==> config.mk <==
export PLATFORM = sky130hd
export DESIGN_NAME = tac_prerot
export DESIGN_NICKNAME = d
export VERILOG_FILES = /design/src/hdl/tac_pkg.sv /design/src/hdl/tac_prerot.sv
export SDC_FILE = /design/constraint.sdc
export NUM_CORES = 1
export LEC_CHECK = 0
export BUFFER_PORTS_ARGS = -buffer_cell sky130_fd_sc_hd__buf_2
export CAP_MARGIN = 20
export CORE_AREA = 2 2 183 185
export DETAILED_ROUTE_END_ITERATION = 10
export DIE_AREA = 0 0 185 187
export PLACE_DENSITY = 0.62
export SLEW_MARGIN = 20
export SYNTH_ARGS = -nofsm -noshare
export SYNTH_HDL_FRONTEND = slang
export SYNTH_SLANG_ARGS = --single-unit
==> constraint.sdc <==
create_clock -name i_clk -period 2.5 [get_ports i_clk]
set_input_delay 0.5 -clock i_clk [delete_from_list [all_inputs] [get_ports i_clk]]
set_output_delay 0.5 -clock i_clk [all_outputs]
set_load 0.1 [all_outputs]
==> src/hdl/tac_pkg.sv <==
// shared types, widths and arctangent table for the tilt angle pipeline
`default_nettype none

package tac_pkg;

    localparam int SAMPLE_WIDTH_DEF  = 16;
    localparam int CORDIC_STAGES_DEF = 20;

    localparam int DW        = 64;
    localparam int AW        = 30;
    localparam int ANG_FRAC  = 20;
    localparam int WH_W      = AW - ANG_FRAC;
    localparam int SCALE_TOP = 59;
    localparam int GAIN_FRAC = 24;
    localparam int GW        = 26;
    localparam int DEG_W     = 8;

    localparam logic signed [GW-1:0] GAIN_Q = 26'sd27628053;

    localparam logic signed [AW-1:0] ANG_P180 = AW'(180 * (1 << ANG_FRAC));
    localparam logic signed [AW-1:0] ANG_N180 = -ANG_P180;

    localparam logic [DEG_W-1:0]        DEG_LIM  = 8'd90;
    localparam logic signed [DEG_W-1:0] DEG_P90  = 8'sd90;
    localparam logic signed [DEG_W-1:0] DEG_N90  = -8'sd90;
    localparam logic signed [DEG_W-1:0] DEG_ZERO = 8'sd0;

    typedef struct packed {
        logic signed [DW-1:0] x;
        logic signed [DW-1:0] y;
        logic signed [AW-1:0] ang;
    } t_vec;

    typedef struct packed {
        logic                    ax_zero;
        logic                    ax_pos;
        logic                    ay_zero;
        logic                    ay_pos;
        logic                    az_zero;
        logic                    az_neg;
        logic signed [DW-1:0]    py;
        logic signed [DEG_W-1:0] roll;
    } t_side;

    // atan(2^-i) in degrees with ANG_FRAC fraction bits, rounded
    function automatic logic signed [AW-1:0] tac_atan(input int idx);
        logic signed [AW-1:0] v;
        case (idx)
            0:       v = AW'(47185920);
            1:       v = AW'(27855475);
            2:       v = AW'(14718068);
            3:       v = AW'(7471121);
            4:       v = AW'(3750058);
            5:       v = AW'(1876857);
            6:       v = AW'(938658);
            7:       v = AW'(469357);
            8:       v = AW'(234682);
            9:       v = AW'(117342);
            10:      v = AW'(58671);
            11:      v = AW'(29335);
            12:      v = AW'(14668);
            13:      v = AW'(7334);
            14:      v = AW'(3667);
            15:      v = AW'(1833);
            16:      v = AW'(917);
            17:      v = AW'(458);
            18:      v = AW'(229);
            19:      v = AW'(115);
            20:      v = AW'(57);
            21:      v = AW'(29);
            22:      v = AW'(14);
            23:      v = AW'(7);
            24:      v = AW'(4);
            25:      v = AW'(2);
            26:      v = AW'(1);
            default: v = '0;
        endcase
        return v;
    endfunction

endpackage

`default_nettype wire

==> src/hdl/tac_prerot.sv <==
// quadrant fold cell ahead of each cordic chain
`default_nettype none

module tac_prerot
    import tac_pkg::*;
(
    input  logic  i_clk,
    input  logic  i_rst_n,
    input  logic  i_valid,
    input  t_vec  i_vec,
    input  t_side i_side,
    output logic  o_valid,
    output t_vec  o_vec,
    output t_side o_side
);

    logic                 r_valid;
    t_vec                 r_vec;
    t_side                r_side;
    t_vec                 n_vec;
    logic signed [DW-1:0] w_x;
    logic signed [DW-1:0] w_y;

    assign w_x = i_vec.x;
    assign w_y = i_vec.y;

    always_comb begin
        n_vec = i_vec;
        if (w_x < 0) begin
            n_vec.x   = -w_x;
            n_vec.y   = -w_y;
            n_vec.ang = (w_y >= 0) ? ANG_P180 : ANG_N180;
        end
    end

    always_ff @(posedge i_clk) begin
        if (!i_rst_n) begin
            r_valid <= 1'b0;
        end else begin
            r_valid <= i_valid;
        end
    end

    always_ff @(posedge i_clk) begin
        r_vec  <= n_vec;
        r_side <= i_side;
    end

    assign o_valid = r_valid;
    assign o_vec   = r_vec;
    assign o_side  = r_side;

endmodule

`default_nettype wire

==> impl_metrics.csv, run 1 <==
group,metric,value,unit
critical_path,path_delay_family,"simple AND/OR/NAND/NOR gates",
synth,synth_warnings,0,
critical_path,required,2.96,ns
hold_path,min_path_type,"in -> reg",
power,comb_power_share,29.6,%
critical_path,start_kind,"input port",
placement,gp_congestion,0.867,
timing,hold_violations,0,
power,p_leak,0.00565,µW
cells_and_area,area_growth,56.3,%
timing,finalCritPeriodShare,87.1,%
hold_path,min_from,"i_side[16]",
synth,synth_top_family_by_area,"simple AND/OR/NAND/NOR gates",
clocking,cts-buffers-inserted,25,
synth,synth-simple-area-share,15.3,%
synth,synthMuxAreaShare,0,%
cells_and_area,stdcell_count,1762,
route,vias_per_cell,4.31,
power,p_int,7080,µW
synth,synth_edf_count,0,
timing,hold_slack,0.0571,ns
timing,tightest_slew,0.570,ns
global_routing,globalRouteTotalUtil,16.5,%
clocking,cts_root_buffer,"clkbuf_16",
route,drtPass1Iterations,4,
power,swShare,38.6,%
synth,synth_flop_cell,"dfxtp_1",
status,outcome,"completed",
global_routing,grt_pass1_vias,7628,
timing,finalMaxSlewViolations,0,
clocking,cts_tree,"yes",
timing,relSlewSlack,62.3,%
clocking,cts_resized,0,
synth,syn_area_per_cell,11.3,µm²
critical_path,cp_max_fo,6,
placement,post-place-cells,1714,
job,drv_cap,0,
cells_and_area,fin_nets,1534,
power,power_switching,4440,µW
critical_path,end_kind,"register",
floorplan,ios,476,
global_routing,gr-total-overflow,0,
floorplan,start_util,24.6,%
placement,post-dp-hpwl,24400,µm
clocking,post-cts-setup-buffers,0,
cells_and_area,layout-drive-gt1-share,50.7,%
route,dr_total_vias,7586,
synth,syn-instance-count,712,
clocking,htreeDepth,1,
floorplan,dieArea,0.0346,mm²
synth,yosysUniqueCellTypes,38,
timing,post-route-min-period,2.18,ns
global_routing,grt_max_degree,92,
route,routedWlPerCell,17.0,µm
critical_path,max_stage_delay,0.51,ns
synth,synth_xor_xnor_area_share,13.3,%
floorplan,dieHeight,187,µm
hold_path,hold_depth,1,
power,seqPwrFrac,36.3,%
floorplan,fp-row-count,67,
global_routing,antenna_found_initial,6,
synth,syn_area,0.00808,mm²
clocking,path_clk_slew,0.06,ns
critical_path,crit_start,"i_vec[95]",
power,p_per_area,913,mW/mm²
route,ant_nets,0,
critical_path,arrival,2.64,ns
route,drc,0,
timing,grt_setup_unrepaired,"false",
floorplan,chipWidth,185,µm
power,clockPowerShare,34.2,%
cells_and_area,final_util,38.4,%
clocking,max-clock-path-buffers,3,
power,irDropWorstVdd,0.486,mV
synth,synthArstFlopShare,0,%
timing,setup_tns,0,ns
critical_path,path_cells,"buf_2 -> inv_1 -> ha_1 -> or4b_4 -> or3_1 -> or4_4 -> o21ai_0 -> xnor2_1",
critical_path,slowest_stage,"or4b_4",
synth,synth_compound_area_share,10.3,%
timing,setup_viol,0,
synth,ys_ff_latch,237,
route,drt-total-wl,30000,µm
clocking,holdBufCountCts,0,
synth,synth_fa_ha_area_share,0.310,%
synth,synth_nets,953,
clocking,clock-sinks,237,
timing,max_freq,0.459,GHz
global_routing,grt_pass1_wl,44100,µm
hold_path,min_to,"o_side[16]",
critical_path,criticalPathCategory,"in -> reg",
floorplan,core,0.0329,mm²
route,drt_iter0_markers,294,
synth,yosysSeqAreaShare,58.7,%
critical_path,timing.critical_path.buf_inv,2,
placement,portBuffers,475,
[sequential cells by signal, summed over array words and instances (netlist names)]
signal and cells:
o_vec 158, o_side 78, o_valid 1
[cell usage in the layout, fill, tap and decap left out, types with 20 or more instances in the layout]
cell type  netlist  final
buf_2            2    474
dfxtp_1        237    237
xnor2_1        122    122
buf_4            0    105
o21ai_0         44     44
nand2_1         42     42
o31ai_1         38     38
or4_1           29     29
clkbuf_16        0     25
nor2b_1         23     23
or3_1           20     20
[metal layers]
metal / GRT usage [%] / wire length [µm] / vias up
li1: - / - / 3652
met1: 17.7 / 11200 / 3559
met2: 30.4 / 15300 / 320
met3: 4.93 / 2620 / 51
met4: 5.74 / 838 / 4
met5: 0 / 25 / -
[power groups by stage]
stage               clock network (µW)  logic, µW  registers [µW]
floorplan                            0        332            6550
global placement                     0       3420            4260
detailed placement                   0       3420            4260
CTS                               4050       3430            4180
global route                      4200       3510            4200
finish                            3940       3410            4180
[metrics by stage]
stage | setup slack (ns) | power (µW) | instance area, µm²
finish | 0.322 | 11500 | 12600
CTS | 0.343 | 11700 | 12600
detailed placement | -0.212 | 7680 | 11700
floorplan | 0.0611 | 6880 | 8080
global route | 0.188 | 11900 | 12600
global placement | -0.166 | 7680 | 11700
[cell type report]
class,instances,area [µm²]
Fill cell,3315,20200
Tap cell,448,561
Multi-Input combinational cell,434,3170
Clock buffer,35,743
Timing Repair Buffer,581,3200
Sequential cell,237,4740
Antenna cell,3,7.51
Inverter,14,52.6
Clock inverter,10,146
[Yosys cell counts, types with 6 or more instances]
cell type  count  area, µm²
nor3_1        11       55.1
o21ai_0       44        220
nor2_1        15       56.3
o41ai_1       16        140
or2_2         16        100
nor2b_1       23        144
or3_1         20        125
clkbuf_1      21       78.8
nor4_1         7       43.8
nand2_1       42        158
o41ai_2        8        130
nand3_1        7       35.0
o31ai_1       38        285
dfxtp_1      237       4740
xnor2_1      122       1070
or4_1         29        218
nand4_1        6       37.5
inv_1         14       52.6
[logic make-up after synthesis]
family,after synthesis
flops,237
simple gates,199
xor+xnor,123
compound gates,110
buf+inv,41
fa+ha+maj,2
[worst max path at each step]
stage / endpoint / slack, ns / cells after the start
global route: o_vec[68] / 0.19 / 9
CTS: o_vec[142] / 0.34 / 8
detailed placement: o_vec[142] / -0.21 / 8
floorplan: o_vec[118] / 0.06 / 7
finish: o_vec[142] / 0.32 / 8
global placement: o_vec[118] / -0.17 / 8
(Power assumes the default switching activity.)
==> run 2, diff against run 1 <==
Settings changed: REMOVE_ABC_BUFFERS from default to 1.
==> run 2 against run 1 <==
Net effect:
- combinational power barely moved
- clock power increased by 4%
- hold slack better by 0.017 ns
- global-route usage decreased by 0.79 points
- final area down 0.15%
- sequential power about the same
- critical endpoint is now o_vec[84]
- sequential share of layout area rose by 0.056 points
- cell count decreased by 0.57%
- maximum frequency down 1.0%
- critical path depth grew 1
- wire length fell by 3.7%
==> impl_metrics.csv, run 2 (synthesis results as in run 1) <==
group,metric,value,unit
critical_path,required,2.95,ns
global_routing,globalRouteTotalUtil,15.7,%
clocking,cts_root_buffer,"clkbuf_16",
cells_and_area,final_area,0.0126,mm²
critical_path,arrival,2.65,ns
critical_path,end_kind,"register",
clocking,clock-sinks,237,
timing,setup_ws,0.300,ns
floorplan,fp-row-count,67,
clocking,cts_resized,0,
power,p_per_area,927,mW/mm²
job,drv_cap,0,
power,irDropWorstVdd,0.530,mV
route,drtPass1Iterations,4,
route,drc,0,
route,routedWlPerCell,16.5,µm
floorplan,chipWidth,185,µm
cells_and_area,fin_nets,1526,
placement,post-dp-hpwl,23600,µm
critical_path,cp_max_fo,7,
placement,gp_congestion,0.968,
floorplan,core,0.0329,mm²
global_routing,grt_pass1_wl,42100,µm
hold_path,min_path_type,"in -> reg",
route,drt_iter0_markers,340,
timing,grt_setup_unrepaired,"false",
clocking,path_clk_slew,0.06,ns
status,outcome,"completed",
power,p_leak,0.00563,µW
critical_path,criticalPathCategory,"in -> reg",
global_routing,grt_pass1_vias,7275,
cells_and_area,largest_register_ff_count,158,
clocking,htreeDepth,1,
timing,finalCritPeriodShare,88.0,%
cells_and_area,fill_cells,3304,
placement,place_area,0.0117,mm²
floorplan,dieArea,0.0346,mm²
clocking,post-cts-setup-buffers,0,
hold_path,min_from,"i_side[22]",
timing,finalMaxSlewViolations,0,
timing,tightest_slew,0.541,ns
floorplan,start_util,24.6,%
route,dr_total_vias,7523,
timing,hold_slack,0.0741,ns
power,power.total,11700,µW
global_routing,antenna_found_initial,2,
timing,relSlewSlack,64.2,%
clocking,cts_tree,"yes",
route,ant_nets,0,
critical_path,crit_start,"i_vec[30]",
clocking,holdBufCountCts,0,
clocking,max-clock-path-buffers,3,
cells_and_area,layout_commonest_cell,"buf_2",
timing,post-route-min-period,2.20,ns
clocking,cts-buffers-inserted,27,
cells_and_area,area_growth,56.0,%
cells_and_area,layout-drive-gt1-share,50.2,%
critical_path,start_kind,"input port",
timing,max_freq,0.455,GHz
placement,place_ws,-0.235,ns
timing,setup_viol,0,
timing,hold_violations,0,
global_routing,grt_max_degree,50,
cells_and_area,layout_common_cells,"474 x buf_2, 237 x dfxtp_1, 122 x xnor2_1",
placement,portBuffers,475,
floorplan,ios,476,
global_routing,gr-total-overflow,0,
floorplan,dieHeight,187,µm
route,drt-total-wl,28800,µm
route,vias_per_cell,4.29,
-- run 2: metal layers --
metal | routed length (µm) | GRT usage [%]
met2 | 13900 | 26.9
met4 | 754 | 5.43
met5 | 13 | 0
met1 | 11800 | 19.2
met3 | 2340 | 3.86
-- run 2: power by group --
group | internal [µW] | leakage (µW) | switching, µW
clock network | 2570 | 0.000457 | 1530
logic | 597 | 0.00318 | 2810
registers | 4090 | 0.00200 | 79.7
total | 7260 | 0.00563 | 4420
-- run 2: worst paths after layout --
check / endpoint / slack [ns] / cells after the start
min: o_side[22] / 0.07 / 1
max: o_vec[84] / 0.30 / 9
-- run 2: critical path, cell delays in order --
cell and delay [ns]:
buf_2 0.12, inv_1 0.06, ha_1 0.22, or4b_2 0.64
nor4_2 0.17, buf_4 0.18, nand2_1 0.19, o41ai_2 0.40
xnor2_1 0.16
-- run 2: layout make-up --
type	instances	area [µm²]	area share (%)
flip-flops and latches	237	4740	37.6
multi-input cells	434	3170	25.1
repair buffers	571	3140	24.9
clock buffers	38	777	6.16
well taps	448	561	4.45
clock inverters	9	161	1.28
inverters	14	52.6	0.417
diodes	1	2.50	0.0198
-- run 2: through the flow --
stage | std cells | util [%] | TNS (ns)
after global routing | 1752 | 38.4 | 0
after detailed placement | 1704 | 35.5 | -3.95
final | 1752 | 38.4 | 0
after floorplan | 685 | - | 0
after CTS | 1751 | 38.4 | 0
after global placement | 1704 | 35.5 | -2.53
==> run 3, diff against run 2 <==
==> constraint.sdc (replaced) <==
create_clock -name i_clk -period 2.5 [get_ports i_clk]
set_input_delay 0.75 -clock i_clk [delete_from_list [all_inputs] [get_ports i_clk]]
set_output_delay 0.75 -clock i_clk [all_outputs]
set_load 0.1 [all_outputs]
==> run 3 against run 2 <==
Net effect:
- hold slack improved by 0.25 ns
- non-clock buffer count up 53
- final area up 3.6%
- combinational power rose by 2%
- critical path type unchanged
==> impl_metrics.csv, run 3 (synthesis results as in run 1) <==
group,metric,value,unit
global_routing,gr-total-overflow,0,
clocking,post-cts-setup-buffers,0,
clocking,clock-sinks,237,
timing,grt_setup_unrepaired,"true",
power,p_per_area,905,mW/mm²
cells_and_area,fill_cells,3341,
critical_path,timing.critical_path.buf_inv,2,
critical_path,slowest_stage,"or4_4",
critical_path,criticalPathCategory,"in -> reg",
timing,finalCritPeriodShare,96.4,%
timing,finalMaxSlewViolations,0,
floorplan,core,0.0329,mm²
job,drv_cap,0,
power,comb_power_share,29.4,%
power,swShare,37.8,%
floorplan,dieArea,0.0346,mm²
global_routing,grt_pass1_wl,43800,µm
global_routing,grt_max_degree,46,
hold_path,min_from,"i_side[5]",
hold_path,min_path_type,"in -> reg",
timing,hold_slack,0.326,ns
critical_path,required,2.95,ns
placement,gp_congestion,0.902,
floorplan,dieHeight,187,µm
timing,hold_violations,0,
route,vias_per_cell,4.22,
critical_path,path_delay_family,"simple AND/OR/NAND/NOR gates",
timing,tightest_slew,0.536,ns
cells_and_area,final_util,39.7,%
critical_path,cp_max_fo,5,
route,wl_met1,12300,µm
cells_and_area,layout_commonest_cell,"buf_2",
power,p_int,7360,µW
route,drtPass1Iterations,4,
hold_path,min_to,"o_side[5]",
floorplan,start_util,24.6,%
power,clockPowerShare,35.3,%
placement,portBuffers,475,
power,power_switching,4470,µW
route,wl_met2,14200,µm
global_routing,antenna_found_initial,3,
power,p_leak,0.00590,µW
critical_path,max_stage_delay,0.50,ns
clocking,cts-buffers-inserted,27,
cells_and_area,layout-drive-gt1-share,52.6,%
critical_path,path_cells,"buf_2 -> inv_1 -> ha_1 -> or4b_4 -> or3_1 -> or4_4 -> o41ai_4 -> xnor2_1",
critical_path,crit_start,"i_vec[95]",
floorplan,fp-row-count,67,
clocking,cts_root_buffer,"clkbuf_16",
global_routing,grt_pass1_vias,7693,
clocking,htreeDepth,1,
timing,setup_tns,0,ns
timing,setup_viol,0,
critical_path,start_kind,"input port",
route,wl_met3,2090,µm
route,top_layer,"met5",
floorplan,ios,476,
clocking,cts_tree,"yes",
hold_path,hold_depth,1,
cells_and_area,layout_common_cells,"474 x buf_2, 237 x dfxtp_1, 145 x buf_4",
placement,post-dp-hpwl,24000,µm
route,drt-total-wl,29300,µm
critical_path,arrival,2.86,ns
clocking,max-clock-path-buffers,3,
route,routedWlPerCell,16.2,µm
timing,post-route-min-period,2.41,ns
route,ant_nets,0,
status,outcome,"completed",
floorplan,chipWidth,185,µm
route,drc,0,
route,dr_total_vias,7621,
critical_path,end_kind,"register",
clocking,path_clk_slew,0.06,ns
global_routing,globalRouteTotalUtil,16.3,%
power,seqPwrFrac,35.3,%
cells_and_area,largest_register_ff_count,158,
route,drt_iter0_markers,268,
cells_and_area,area_growth,61.6,%
cells_and_area,fin_nets,1579,
timing,max_freq,0.415,GHz
timing,relSlewSlack,64.5,%
power,irDropWorstVdd,0.648,mV
-- run 3: cell count changes in the layout (fill, tap and decap cells not counted), sizes merged --
cell / before / now
diode: 1 / 3
bufinv: 4 / 6
clkinv: 3 / 7
inv: 15 / 14
buf: 571 / 624
clkbuf: 38 / 31
clkinvlp: 1 / 2
-- run 3: routing by layer --
layer  track usage [%]  vias to the layer above
li1                  -                     3747
met1              20.2                     3553
met2              28.2                      273
met3              3.43                       46
met4              5.16                        2
met5                 0                        -
-- run 3: power groups by stage --
| stage | clock network (µW) | logic (µW) | registers, µW |
|---|---|---|---|
| after floorplan | 0 | 302 | 6550 |
| after global placement | 0 | 3470 | 4250 |
| after detailed placement | 0 | 3480 | 4250 |
| after CTS | 4290 | 3490 | 4180 |
| after global routing | 4440 | 3580 | 4200 |
| final | 4170 | 3480 | 4170 |
-- run 3: area by class of cell --
| type | count | area [µm²] | area share [%] |
|---|---|---|---|
| Sequential cell | 237 | 4740 | 36.3 |
| Timing Repair Buffer | 624 | 3560 | 27.3 |
| Multi-Input combinational cell | 434 | 3200 | 24.5 |
| Clock buffer | 31 | 701 | 5.37 |
| Tap cell | 448 | 561 | 4.29 |
| Clock inverter | 15 | 234 | 1.79 |
| Inverter | 14 | 52.6 | 0.402 |
| Antenna cell | 3 | 7.51 | 0.0575 |
-- run 3: stage by stage --
step	total power [µW]	std cells	instance area, µm²	worst slack, ns
after floorplan	6850	685	7970	-0.189
final	11800	1806	13100	0.0908
after detailed placement	7730	1757	12100	-0.467
after CTS	12000	1803	13000	0.0861
after global routing	12200	1805	13100	-0.00236
after global placement	7720	1757	12100	-0.408
-- run 3: what timing repair did --
item | 4_1_cts | 5_1_grt
setup endpoints to repair | 0 | 12
gates resized for setup | 0 | 7
hold buffers | 0 | 0
-- run 3: worst max path at each step --
stage / endpoint / slack, ns / depth (start not counted)
2_1_floorplan: o_vec[118] / -0.19 / 7
3_3_place_gp: o_vec[148] / -0.41 / 10
3_5_place_dp: o_vec[84] / -0.47 / 9
4_1_cts: o_vec[84] / 0.09 / 9
5_1_grt: o_vec[118] / -0.002 / 8
6_report: o_vec[118] / 0.09 / 8
