File: config.mk
export PLATFORM = sky130hd
export DESIGN_NAME = tac_cell
export DESIGN_NICKNAME = d
export VERILOG_FILES = /design/src/hdl/tac_pkg.sv /design/src/hdl/tac_cell.sv
export SDC_FILE = /design/constraint.sdc
export NUM_CORES = 1
export LEC_CHECK = 0
export ABC_CLOCK_PERIOD_IN_PS = 3700
export BUFFER_PORTS_ARGS = -buffer_cell sky130_fd_sc_hd__buf_4
export CAP_MARGIN = 20
export CORE_AREA = 2 2 186 188
export CTS_BUF_LIST = sky130_fd_sc_hd__clkbuf_2
export DETAILED_ROUTE_END_ITERATION = 10
export DIE_AREA = 0 0 188 190
export GPL_ROUTABILITY_DRIVEN = 1
export PLACE_DENSITY = 0.79
export SYNTH_ARGS = -nofsm -noshare
export SYNTH_HDL_FRONTEND = slang
export SYNTH_SLANG_ARGS = --single-unit
File: constraint.sdc
create_clock -name i_clk -period 3.7 [get_ports i_clk]
set_clock_uncertainty 0.2 [all_clocks]
set_input_delay 0.185 -clock i_clk [delete_from_list [all_inputs] [get_ports i_clk]]
set_output_delay 0.185 -clock i_clk [all_outputs]
set_load 0.01 [all_outputs]
File: src/hdl/tac_pkg.sv
// shared types, widths and arctangent table for the tilt angle pipeline
`default_nettype none

package tac_pkg;

    localparam int SAMPLE_WIDTH_DEF  = 16;
    localparam int CORDIC_STAGES_DEF = 20;

    localparam int DW        = 64;
    localparam int AW        = 30;
    localparam int ANG_FRAC  = 20;
    localparam int WH_W      = AW - ANG_FRAC;
    localparam int SCALE_TOP = 59;
    localparam int GAIN_FRAC = 24;
    localparam int GW        = 26;
    localparam int DEG_W     = 8;

    localparam logic signed [GW-1:0] GAIN_Q = 26'sd27628053;

    localparam logic signed [AW-1:0] ANG_P180 = AW'(180 * (1 << ANG_FRAC));
    localparam logic signed [AW-1:0] ANG_N180 = -ANG_P180;

    localparam logic [DEG_W-1:0]        DEG_LIM  = 8'd90;
    localparam logic signed [DEG_W-1:0] DEG_P90  = 8'sd90;
    localparam logic signed [DEG_W-1:0] DEG_N90  = -8'sd90;
    localparam logic signed [DEG_W-1:0] DEG_ZERO = 8'sd0;

    typedef struct packed {
        logic signed [DW-1:0] x;
        logic signed [DW-1:0] y;
        logic signed [AW-1:0] ang;
    } t_vec;

    typedef struct packed {
        logic                    ax_zero;
        logic                    ax_pos;
        logic                    ay_zero;
        logic                    ay_pos;
        logic                    az_zero;
        logic                    az_neg;
        logic signed [DW-1:0]    py;
        logic signed [DEG_W-1:0] roll;
    } t_side;

    // atan(2^-i) in degrees with ANG_FRAC fraction bits, rounded
    function automatic logic signed [AW-1:0] tac_atan(input int idx);
        logic signed [AW-1:0] v;
        case (idx)
            0:       v = AW'(47185920);
            1:       v = AW'(27855475);
            2:       v = AW'(14718068);
            3:       v = AW'(7471121);
            4:       v = AW'(3750058);
            5:       v = AW'(1876857);
            6:       v = AW'(938658);
            7:       v = AW'(469357);
            8:       v = AW'(234682);
            9:       v = AW'(117342);
            10:      v = AW'(58671);
            11:      v = AW'(29335);
            12:      v = AW'(14668);
            13:      v = AW'(7334);
            14:      v = AW'(3667);
            15:      v = AW'(1833);
            16:      v = AW'(917);
            17:      v = AW'(458);
            18:      v = AW'(229);
            19:      v = AW'(115);
            20:      v = AW'(57);
            21:      v = AW'(29);
            22:      v = AW'(14);
            23:      v = AW'(7);
            24:      v = AW'(4);
            25:      v = AW'(2);
            26:      v = AW'(1);
            default: v = '0;
        endcase
        return v;
    endfunction

endpackage

`default_nettype wire

File: src/hdl/tac_cell.sv
// one cordic vectoring iteration with its pipeline register
`default_nettype none

module tac_cell
    import tac_pkg::*;
#(
    parameter int STAGE = 0
)
(
    input  logic  i_clk,
    input  logic  i_rst_n,
    input  logic  i_valid,
    input  t_vec  i_vec,
    input  t_side i_side,
    output logic  o_valid,
    output t_vec  o_vec,
    output t_side o_side
);

    localparam logic signed [AW-1:0] ATAN = tac_atan(STAGE);

    logic                 r_valid;
    t_vec                 r_vec;
    t_side                r_side;
    t_vec                 n_vec;
    logic signed [DW-1:0] w_x;
    logic signed [DW-1:0] w_y;
    logic signed [AW-1:0] w_ang;
    logic signed [DW-1:0] w_dx;
    logic signed [DW-1:0] w_dy;

    assign w_x   = i_vec.x;
    assign w_y   = i_vec.y;
    assign w_ang = i_vec.ang;
    assign w_dx  = w_y >>> STAGE;
    assign w_dy  = w_x >>> STAGE;

    always_comb begin
        if (w_y >= 0) begin
            n_vec.x   = w_x + w_dx;
            n_vec.y   = w_y - w_dy;
            n_vec.ang = w_ang + ATAN;
        end else begin
            n_vec.x   = w_x - w_dx;
            n_vec.y   = w_y + w_dy;
            n_vec.ang = w_ang - ATAN;
        end
    end

    always_ff @(posedge i_clk) begin
        if (!i_rst_n) begin
            r_valid <= 1'b0;
        end else begin
            r_valid <= i_valid;
        end
    end

    always_ff @(posedge i_clk) begin
        r_vec  <= n_vec;
        r_side <= i_side;
    end

    assign o_valid = r_valid;
    assign o_vec   = r_vec;
    assign o_side  = r_side;

endmodule

`default_nettype wire

==> flow_summary_export.csv, run 1 <==
group,metric,value,unit
clock_network,cts_buffers,66,
status,stop_stage,"global routing",
yosys,syn-instance-count,2229,
yosys,synth_edf_count,0,
yosys,ys_ff_latch,236,
yosys,ys_seq_area_share,27.2,%
clock_network,post_cts.resized_instances,0,
placed_design,port_buffers,475,
status,error,"[ERROR GRT-0116] Global routing finished with congestion. Check the congestion regions in the DRC Viewer.",
global_routing,grt_pass1_vias,29000,
yosys,syn_avg_cell_area,7.78,um2
placed_design,dp_cells,3288,
global_routing,grt_start_max_net_pins,96,
clock_network,cts_sinks,236,
clock_network,cts.root.buffer_cell,"clkbuf_2",
placed_design,routabilityCongestion,1.03,
yosys,syn-cell-area,17300,um2
floorplanning,start_util,51.1,%
global_routing,grt_pass1_wl,192000,um
clock_network,cts_buffer_depth,3,
yosys,yosys.area.top_type_share,27.2,%
yosys,synth_cell_type_count,83,
yosys,synth.largest_area_cell,"dfxtp_1",
floorplanning,fp.dieH,190,um
floorplanning,rows,68,
clock_network,cts_setup_buffers,0,
status,outcome,"aborted with a tool error",
yosys,synth_ff_type,"dfxtp_1",
yosys,synth_async_sr_flop_share,0,%
floorplanning,ioPinCount,476,
global_routing,grt-ovfl-total,8,
clock_network,cts_max_level,3,
yosys,synth_warnings,0,
clock_network,hold_buffers,523,
global_routing,grt.total_usage,72.4,%
yosys,synth.area.top_cells,"dfxtp_1, ha_1, a21oi_1",
placed_design,dp_hpwl,65100,um
yosys,syn-num-nets,2664,
floorplanning,fp.dieW,188,um
synth_stat cells (7+ instances only):
master and instances:
a21oi_1 301, dfxtp_1 236, inv_1 206, ha_1 193, nor2_1 192, o21ai_0 153
nand2_1 135, xnor2_1 124, clkbuf_1 62, o21bai_1 54, nand4_1 39, o31ai_1 33
nor3_1 32, mux2i_1 31, a21o_1 30, nor4_1 29, nand3_1 27, nor2b_1 25
o21a_1 22, nand2b_1 20, a211oi_1 19, buf_1 17, o211ai_1 17, a31oi_1 16
buf_2 16, a21boi_0 12, a221oi_1 11, xor2_1 11, and3_1 9, o22ai_1 9
clkinv_1 7, nand3b_1 7, o21ai_1 7, o311ai_0 7, or3_1 7
cells by family after synthesis:
kind of cell / Yosys count / share of synthesized area (%)
AOI/OAI and AO/OA: 768 / 27.8
and+or+nand+nor: 551 / 15.1
buffers and inverters: 312 / 6.98
DFF: 236 / 27.2
adders and majority gates: 196 / 14.3
xor gates and xnor gates: 135 / 6.82
muxes: 31 / 1.79
layer usage:
layer	track usage, %	GRT overflow
met4	66.9	3
met3	58.3	3
met1	73.5	1
met2	87.6	1
met5	43.0	0
metrics by stage:
step / area [um2] / utilization (%) / setup TNS (ns) / setup slack, ns
CTS: 28700 / 84.4 / 0 / 0.00724
detailed placement: 22800 / 67.1 / -0.920 / -0.203
global placement: 22800 / 67.1 / -0.999 / -0.259
floorplan: 17300 / - / 0 / 0.683
==> run 2: changes to the inputs <==
--- a/config.mk
+++ b/config.mk
@@ -8,12 +8,10 @@
 export ABC_CLOCK_PERIOD_IN_PS = 3700
 export BUFFER_PORTS_ARGS = -buffer_cell sky130_fd_sc_hd__buf_4
 export CAP_MARGIN = 20
-export CORE_AREA = 2 2 186 188
-export CTS_BUF_LIST = sky130_fd_sc_hd__clkbuf_2
+export CORE_UTILIZATION = 40
 export DETAILED_ROUTE_END_ITERATION = 10
-export DIE_AREA = 0 0 188 190
 export GPL_ROUTABILITY_DRIVEN = 1
-export PLACE_DENSITY = 0.79
+export PLACE_DENSITY_LB_ADDON = 0.15
 export SYNTH_ARGS = -nofsm -noshare
 export SYNTH_HDL_FRONTEND = slang
 export SYNTH_SLANG_ARGS = --single-unit
==> run 2 against run 1 <==
Effect of this change: the flow now finishes without violations; synthesized cell count did not move; area after synthesis did not move.
==> flow_summary_export.csv, run 2 <==
group,metric,value,unit
yosys,synth_edf_count,0,
run,drv_cap,0,
placed_design,dp_cells,3452,
global_routing,grt_pass1_wl,124000,um
cells_and_area,largest_reg_flops,157,
cells_and_area,most-common-layout-cells,"buf_4, a21oi_1, dfxtp_1",
detailed_routing,wl_met1,35400,um
pwr,power_frac_comb,41.1,%
cells_and_area,drive_above_1_share,26.9,%
floorplanning,fp.dieW,210,um
clock_network,clkSlewWorstSetupHoldPaths,0.06,ns
yosys,yosysMostFrequentCell,"a21oi_1",
sta,tns,0,ns
yosys,synth_warnings,0,
placed_design,place_ws,-0.560,ns
detailed_routing,wl_met2,39200,um
setup_path,cp.depth,15,
sta,min_period,3.61,ns
detailed_routing,via_count,20600,
setup_path,cp_cell_sequence,"dlygate4sd3_1, buf_4, ha_1, buf_4, nor4_2, nand3_1, or4_1, o21ai_2, buf_4, a41oi_2, buf_4, o21ai_4, a21oi_2, o22ai_1, xnor2_1",
clock_network,cts_buffers,28,
setup_path,critPathTopFamily,"buffers and inverters",
clock_network,cts.root.buffer_cell,"clkbuf_16",
sta,rsz0062_at_grt,"false",
worst_hold_path,min_path_type,"in2reg",
detailed_routing,firstDrtPassIters,7,
detailed_routing,ant_nets,0,
pwr,cellPowerDensity,397,nW/um2
yosys,syn-cell-area,17300,um2
clock_network,cts_buffer_depth,3,
yosys,ys_ff_latch,236,
setup_path,crit_buf_inv,5,
detailed_routing,drc,0,
yosys,synth_async_sr_flop_share,0,%
detailed_routing,viasPerCell,5.60,
sta,finalHoldViolations,0,
yosys,synth_cell_type_count,83,
clock_network,cts_max_level,1,
yosys,yosys.area.top_type_share,27.2,%
sta,setup_ws,0.0851,ns
detailed_routing,top_layer_used,"met5",
sta,setup_violations,0,
setup_path,worstSetupEndpointType,"flip-flop",
sta,fin_crit_sh,97.7,%
pwr,swShare,36.2,%
yosys,synth.area.top_cells,"dfxtp_1, ha_1, a21oi_1",
yosys,synth.largest_area_cell,"dfxtp_1",
floorplanning,dieArea,44200,um2
status,outcome,"completed",
setup_path,crit_required,4.03,ns
yosys,ys_seq_area_share,27.2,%
yosys,synth_ff_type,"dfxtp_1",
setup_path,arrival,3.94,ns
detailed_routing,routedWlPerCell,23.2,um
detailed_routing,drt_iter0_markers,2007,
cells_and_area,syn2layout_area_growth,49.8,%
floorplanning,ioPinCount,476,
setup_path,crit_type,"in2reg",
placed_design,routabilityCongestion,0.981,
yosys,syn-num-nets,2664,
setup_path,setup.worst_path.start,"i_vec[112]",
placed_design,dp_hpwl,67300,um
sta,relSlewSlack,31.9,%
floorplanning,core_area,42300,um2
pwr,p_int,6.58,mW
global_routing,grt-ovfl-total,0,
setup_path,crit_fanout,9,
setup_path,critPathSlowestCell,"dlygate4sd3_1",
global_routing,antenna_found_initial,5,
cells_and_area,fin_util,61.4,%
pwr,leakage,12.2,nW
global_routing,grt_pass1_vias,20300,
setup_path,start_kind,"input pin",
setup_path,critPathMaxStageDelay,0.55,ns
cells_and_area,stdcell_count,3670,
pwr,clkPwrFrac,28.3,%
clock_network,cts_tree,"done",
floorplanning,start_util,41.0,%
detailed_routing,wl_met3,6640,um
sta,finalMaxSlewViolations,0,
cells_and_area,final_nets,3505,
setup_path,crit_top_cell,"buf_4",
yosys,synth_common_cells,"a21oi_1, dfxtp_1, inv_1, ha_1, nor2_1",
global_routing,grt.total_usage,36.9,%
pwr,power.switching,3.73,mW
yosys,syn_avg_cell_area,7.78,um2
pwr,p_total,10.3,mW
clock_network,cts_sinks,236,
sta,worst_slew_pin_slew,1.01,ns
sta,max_freq,277,MHz
pwr,seq_power_share,30.6,%
global_routing,grt_start_max_net_pins,122,
detailed_routing,totalWireLength,85300,um
cells_and_area,fill_cells,3739,
pwr,ir_drop,490,uV
cells_and_area,layout_commonest_cell,"buf_4",
placed_design,port_buffers,475,
setup_path,crit_end,"o_vec[151]",
floorplanning,fp.dieH,210,um
floorplanning,rows,75,
yosys,syn-instance-count,2229,
run 2: cell type report:
cell class | count | area [um2] | area share, %
diodes | 4 | 10.0 | 0.0385
clock buffers | 36 | 781 | 3.01
clock inverters | 13 | 185 | 0.713
inverters | 214 | 805 | 3.10
multi-input cells | 1681 | 11500 | 44.2
flip-flops and latches | 236 | 4720 | 18.2
well taps | 577 | 722 | 2.78
repair buffers | 909 | 7270 | 28.0
run 2: repair_timing:
item,CTS,global route
endpoints found under the hold margin,154,0
hold buffers,165,0
resized for setup,0,17
buffers inserted,0,0
setup endpoints to repair,0,18
run 2: logic make-up after synthesis:
group / synth area share, %
AND/OR/NAND/NOR: 15.1
buffers and inverters: 6.98
multiplexers: 1.79
flip-flops: 27.2
XOR/XNOR: 6.82
adder cells (fa/ha/maj): 14.3
AO/OA/AOI/OAI: 27.8
run 2: worst min path at each step:
stage / start / end / slack [ns] / cells after the start
after global placement: i_side[36] / o_side[36] / 0.09 / 1
after floorplan: i_side[0] / o_side[0] / 0.01 / 0
final: i_side[28] / o_side[28] / 0.03 / 2
after CTS: i_side[28] / o_side[28] / 0.002 / 2
after global routing: i_side[28] / o_side[28] / 0.02 / 2
after detailed placement: i_side[39] / o_side[39] / 0.09 / 1
run 2: metal layers:
layer,vias up,GRT usage [%]
li1,9520,-
met5,-,0
met3,181,5.47
met1,9777,47.5
met4,2,16.9
met2,1080,60.9
run 2: power groups by stage:
| stage | Sequential, mW | Clock [mW] | Combinational, mW |
|---|---|---|---|
| 6_report | 3.15 | 2.92 | 4.23 |
| 5_1_grt | 3.17 | 3.06 | 4.47 |
| 4_1_cts | 3.15 | 2.95 | 4.13 |
| 3_5_place_dp | 3.19 | 0 | 3.93 |
| 3_3_place_gp | 3.19 | 0 | 3.92 |
| 2_1_floorplan | 3.34 | 0 | 1.69 |
run 2: stage by stage:
stage | hold slack (ns) | instance area, um2
5_1_grt | 0.0155 | 26000
4_1_cts | 0.00171 | 25900
2_1_floorplan | 0.0127 | 17300
3_3_place_gp | 0.0894 | 23300
3_5_place_dp | 0.0904 | 23300
6_report | 0.0332 | 26000
(Power assumes the default switching activity.)
==> run 3: changes to the inputs <==
--- a/config.mk
+++ b/config.mk
@@ -6,10 +6,10 @@
 export NUM_CORES = 1
 export LEC_CHECK = 0
 export ABC_CLOCK_PERIOD_IN_PS = 3700
-export BUFFER_PORTS_ARGS = -buffer_cell sky130_fd_sc_hd__buf_4
 export CAP_MARGIN = 20
 export CORE_UTILIZATION = 40
 export DETAILED_ROUTE_END_ITERATION = 10
+export DONT_BUFFER_PORTS = 1
 export GPL_ROUTABILITY_DRIVEN = 1
 export PLACE_DENSITY_LB_ADDON = 0.15
 export SYNTH_ARGS = -nofsm -noshare
==> run 3 against run 2 <==
Effect of this change: count of clock-buffer cells in the layout up 3; die area unchanged; flip-flop and latch count unchanged; setup slack worse by 0.0037 ns; sequential power up 8.9%; hold slack worse by 0.014 ns.
==> flow_summary_export.csv, run 3 (same netlist as run 2, synthesis figures left out) <==
group,metric,value,unit
floorplanning,fp.dieW,210,um
run,drv_cap,0,
placed_design,dpl_cell_area,19200,um2
cells_and_area,drive_above_1_share,11.2,%
setup_path,worstSetupEndpointType,"flip-flop",
placed_design,port_buffers,0,
detailed_routing,ant_nets,0,
detailed_routing,viasPerCell,5.84,
setup_path,arrival,3.96,ns
sta,worst_slew_pin_slew,0.911,ns
sta,setup_ws,0.0815,ns
placed_design,place_ws,-0.179,ns
clock_network,cts_buffers,28,
sta,relSlewSlack,39.3,%
detailed_routing,wl_met1,32800,um
global_routing,grt-ovfl-total,0,
cells_and_area,design_area,23400,um2
global_routing,antenna_found_initial,6,
sta,min_period,3.62,ns
clock_network,cts.root.buffer_cell,"clkbuf_16",
detailed_routing,wl_met2,37100,um
setup_path,crit_required,4.04,ns
global_routing,grt_pass1_wl,119000,um
pwr,ir_drop,357,uV
detailed_routing,routedWlPerCell,24.9,um
pwr,cellPowerDensity,407,nW/um2
sta,setup_violations,0,
placed_design,routabilityCongestion,0.970,
detailed_routing,totalWireLength,81500,um
sta,finalMaxSlewViolations,0,
floorplanning,start_util,41.0,%
sta,max_freq,276,MHz
setup_path,setup.worst_path.start,"i_vec[34]",
clock_network,cts_sinks,236,
global_routing,grt.total_usage,35.5,%
cells_and_area,final_nets,3102,
floorplanning,ioPinCount,476,
pwr,leakage,10.2,nW
setup_path,start_kind,"input pin",
placed_design,dp_hpwl,63100,um
floorplanning,core_area,42300,um2
setup_path,crit_fanout,5,
sta,fin_crit_sh,97.8,%
clock_network,cts_buffer_depth,3,
floorplanning,rows,75,
setup_path,crit_end,"o_vec[157]",
status,outcome,"completed",
detailed_routing,top_layer_used,"met5",
setup_path,crit_type,"in2reg",
detailed_routing,via_count,19100,
floorplanning,fp.dieH,210,um
detailed_routing,drc,0,
worst_hold_path,min_path_type,"in2reg",
cells_and_area,syn2layout_area_growth,34.7,%
clock_network,clkSlewWorstSetupHoldPaths,0.06,ns
cells_and_area,largest_reg_flops,157,
clock_network,cts_max_level,1,
detailed_routing,drt_iter0_markers,1928,
cells_and_area,layout_commonest_cell,"dlygate4sd3_1",
clock_network,cts_tree,"done",
pwr,p_total,9.52,mW
global_routing,grt_pass1_vias,18800,
detailed_routing,firstDrtPassIters,6,
sta,rsz0062_at_grt,"true",
detailed_routing,wl_met3,6960,um
global_routing,grt_start_max_net_pins,142,
floorplanning,dieArea,44200,um2
sta,finalHoldViolations,0,
cells_and_area,most-common-layout-cells,"dlygate4sd3_1, a21oi_1, dfxtp_1",
cells_and_area,fill_cells,3959,
run 3: repair_timing:
item | CTS | global route
hold buffers | 302 | 2
endpoints found under the hold margin | 208 | 2
setup endpoints to repair | 0 | 6
buffers inserted | 0 | 2
resized for setup | 0 | 24
run 3: layer usage:
layer | GRT usage (%) | vias to the layer above
li1 | - | 8729
met1 | 44.6 | 9142
met2 | 57.9 | 1032
met3 | 7.09 | 190
met4 | 17.7 | 2
met5 | 0 | -
run 3: worst min-delay path by stage:
stage,start,endpoint,slack (ns),cells past startpoint
finish,i_side[76],o_side[76],0.02,1
global placement,i_side[35],o_side[35],0.01,0
floorplan,i_side[0],o_side[0],0.01,0
detailed placement,i_vec[15],o_vec[15],0.01,0
global route,i_side[76],o_side[76],0.002,1
CTS,i_vec[140],o_vec[140],0.001,2
run 3: through the flow:
step	util (%)	cells	setup TNS, ns	hold slack, ns
final	55.2	3269	0	0.0192
after global routing	55.2	3268	-0.0456	0.00154
after CTS	54.8	3261	0	0.00115
after detailed placement	45.3	2908	-0.764	0.0128
after global placement	45.3	2908	-0.951	0.0128
after floorplan	-	2229	0	0.0127
run 3: critical path, cell delays in order:
cell and delay (ns):
inv_1 0.02, ha_1 0.35, buf_4 0.18, nor2_1 0.10, a221oi_1 0.09, buf_4 0.15, a211oi_2 0.52, o21ai_4 0.16
a2111oi_4 0.46, buf_4 0.18, o21ai_1 0.10, a211oi_2 0.34, o21ai_1 0.15, a22oi_1 0.23, xor2_1 0.16, dlygate4sd3_1 0.56
run 3: final cells by class:
| type | count | area (um2) | area share (%) |
|---|---|---|---|
| flip-flops and latches | 236 | 4720 | 20.2 |
| well taps | 577 | 722 | 3.09 |
| repair buffers | 506 | 4600 | 19.7 |
| diodes | 4 | 10.0 | 0.0428 |
| inverters | 214 | 805 | 3.44 |
| clock buffers | 39 | 812 | 3.48 |
| clock inverters | 12 | 151 | 0.648 |
| multi-input cells | 1681 | 11500 | 49.4 |
run 3: report_power, final:
part	internal (mW)	leakage (nW)	switching, mW
combinational	1.36	7.70	1.84
clock	1.68	0.474	1.21
sequential	2.97	1.99	0.458
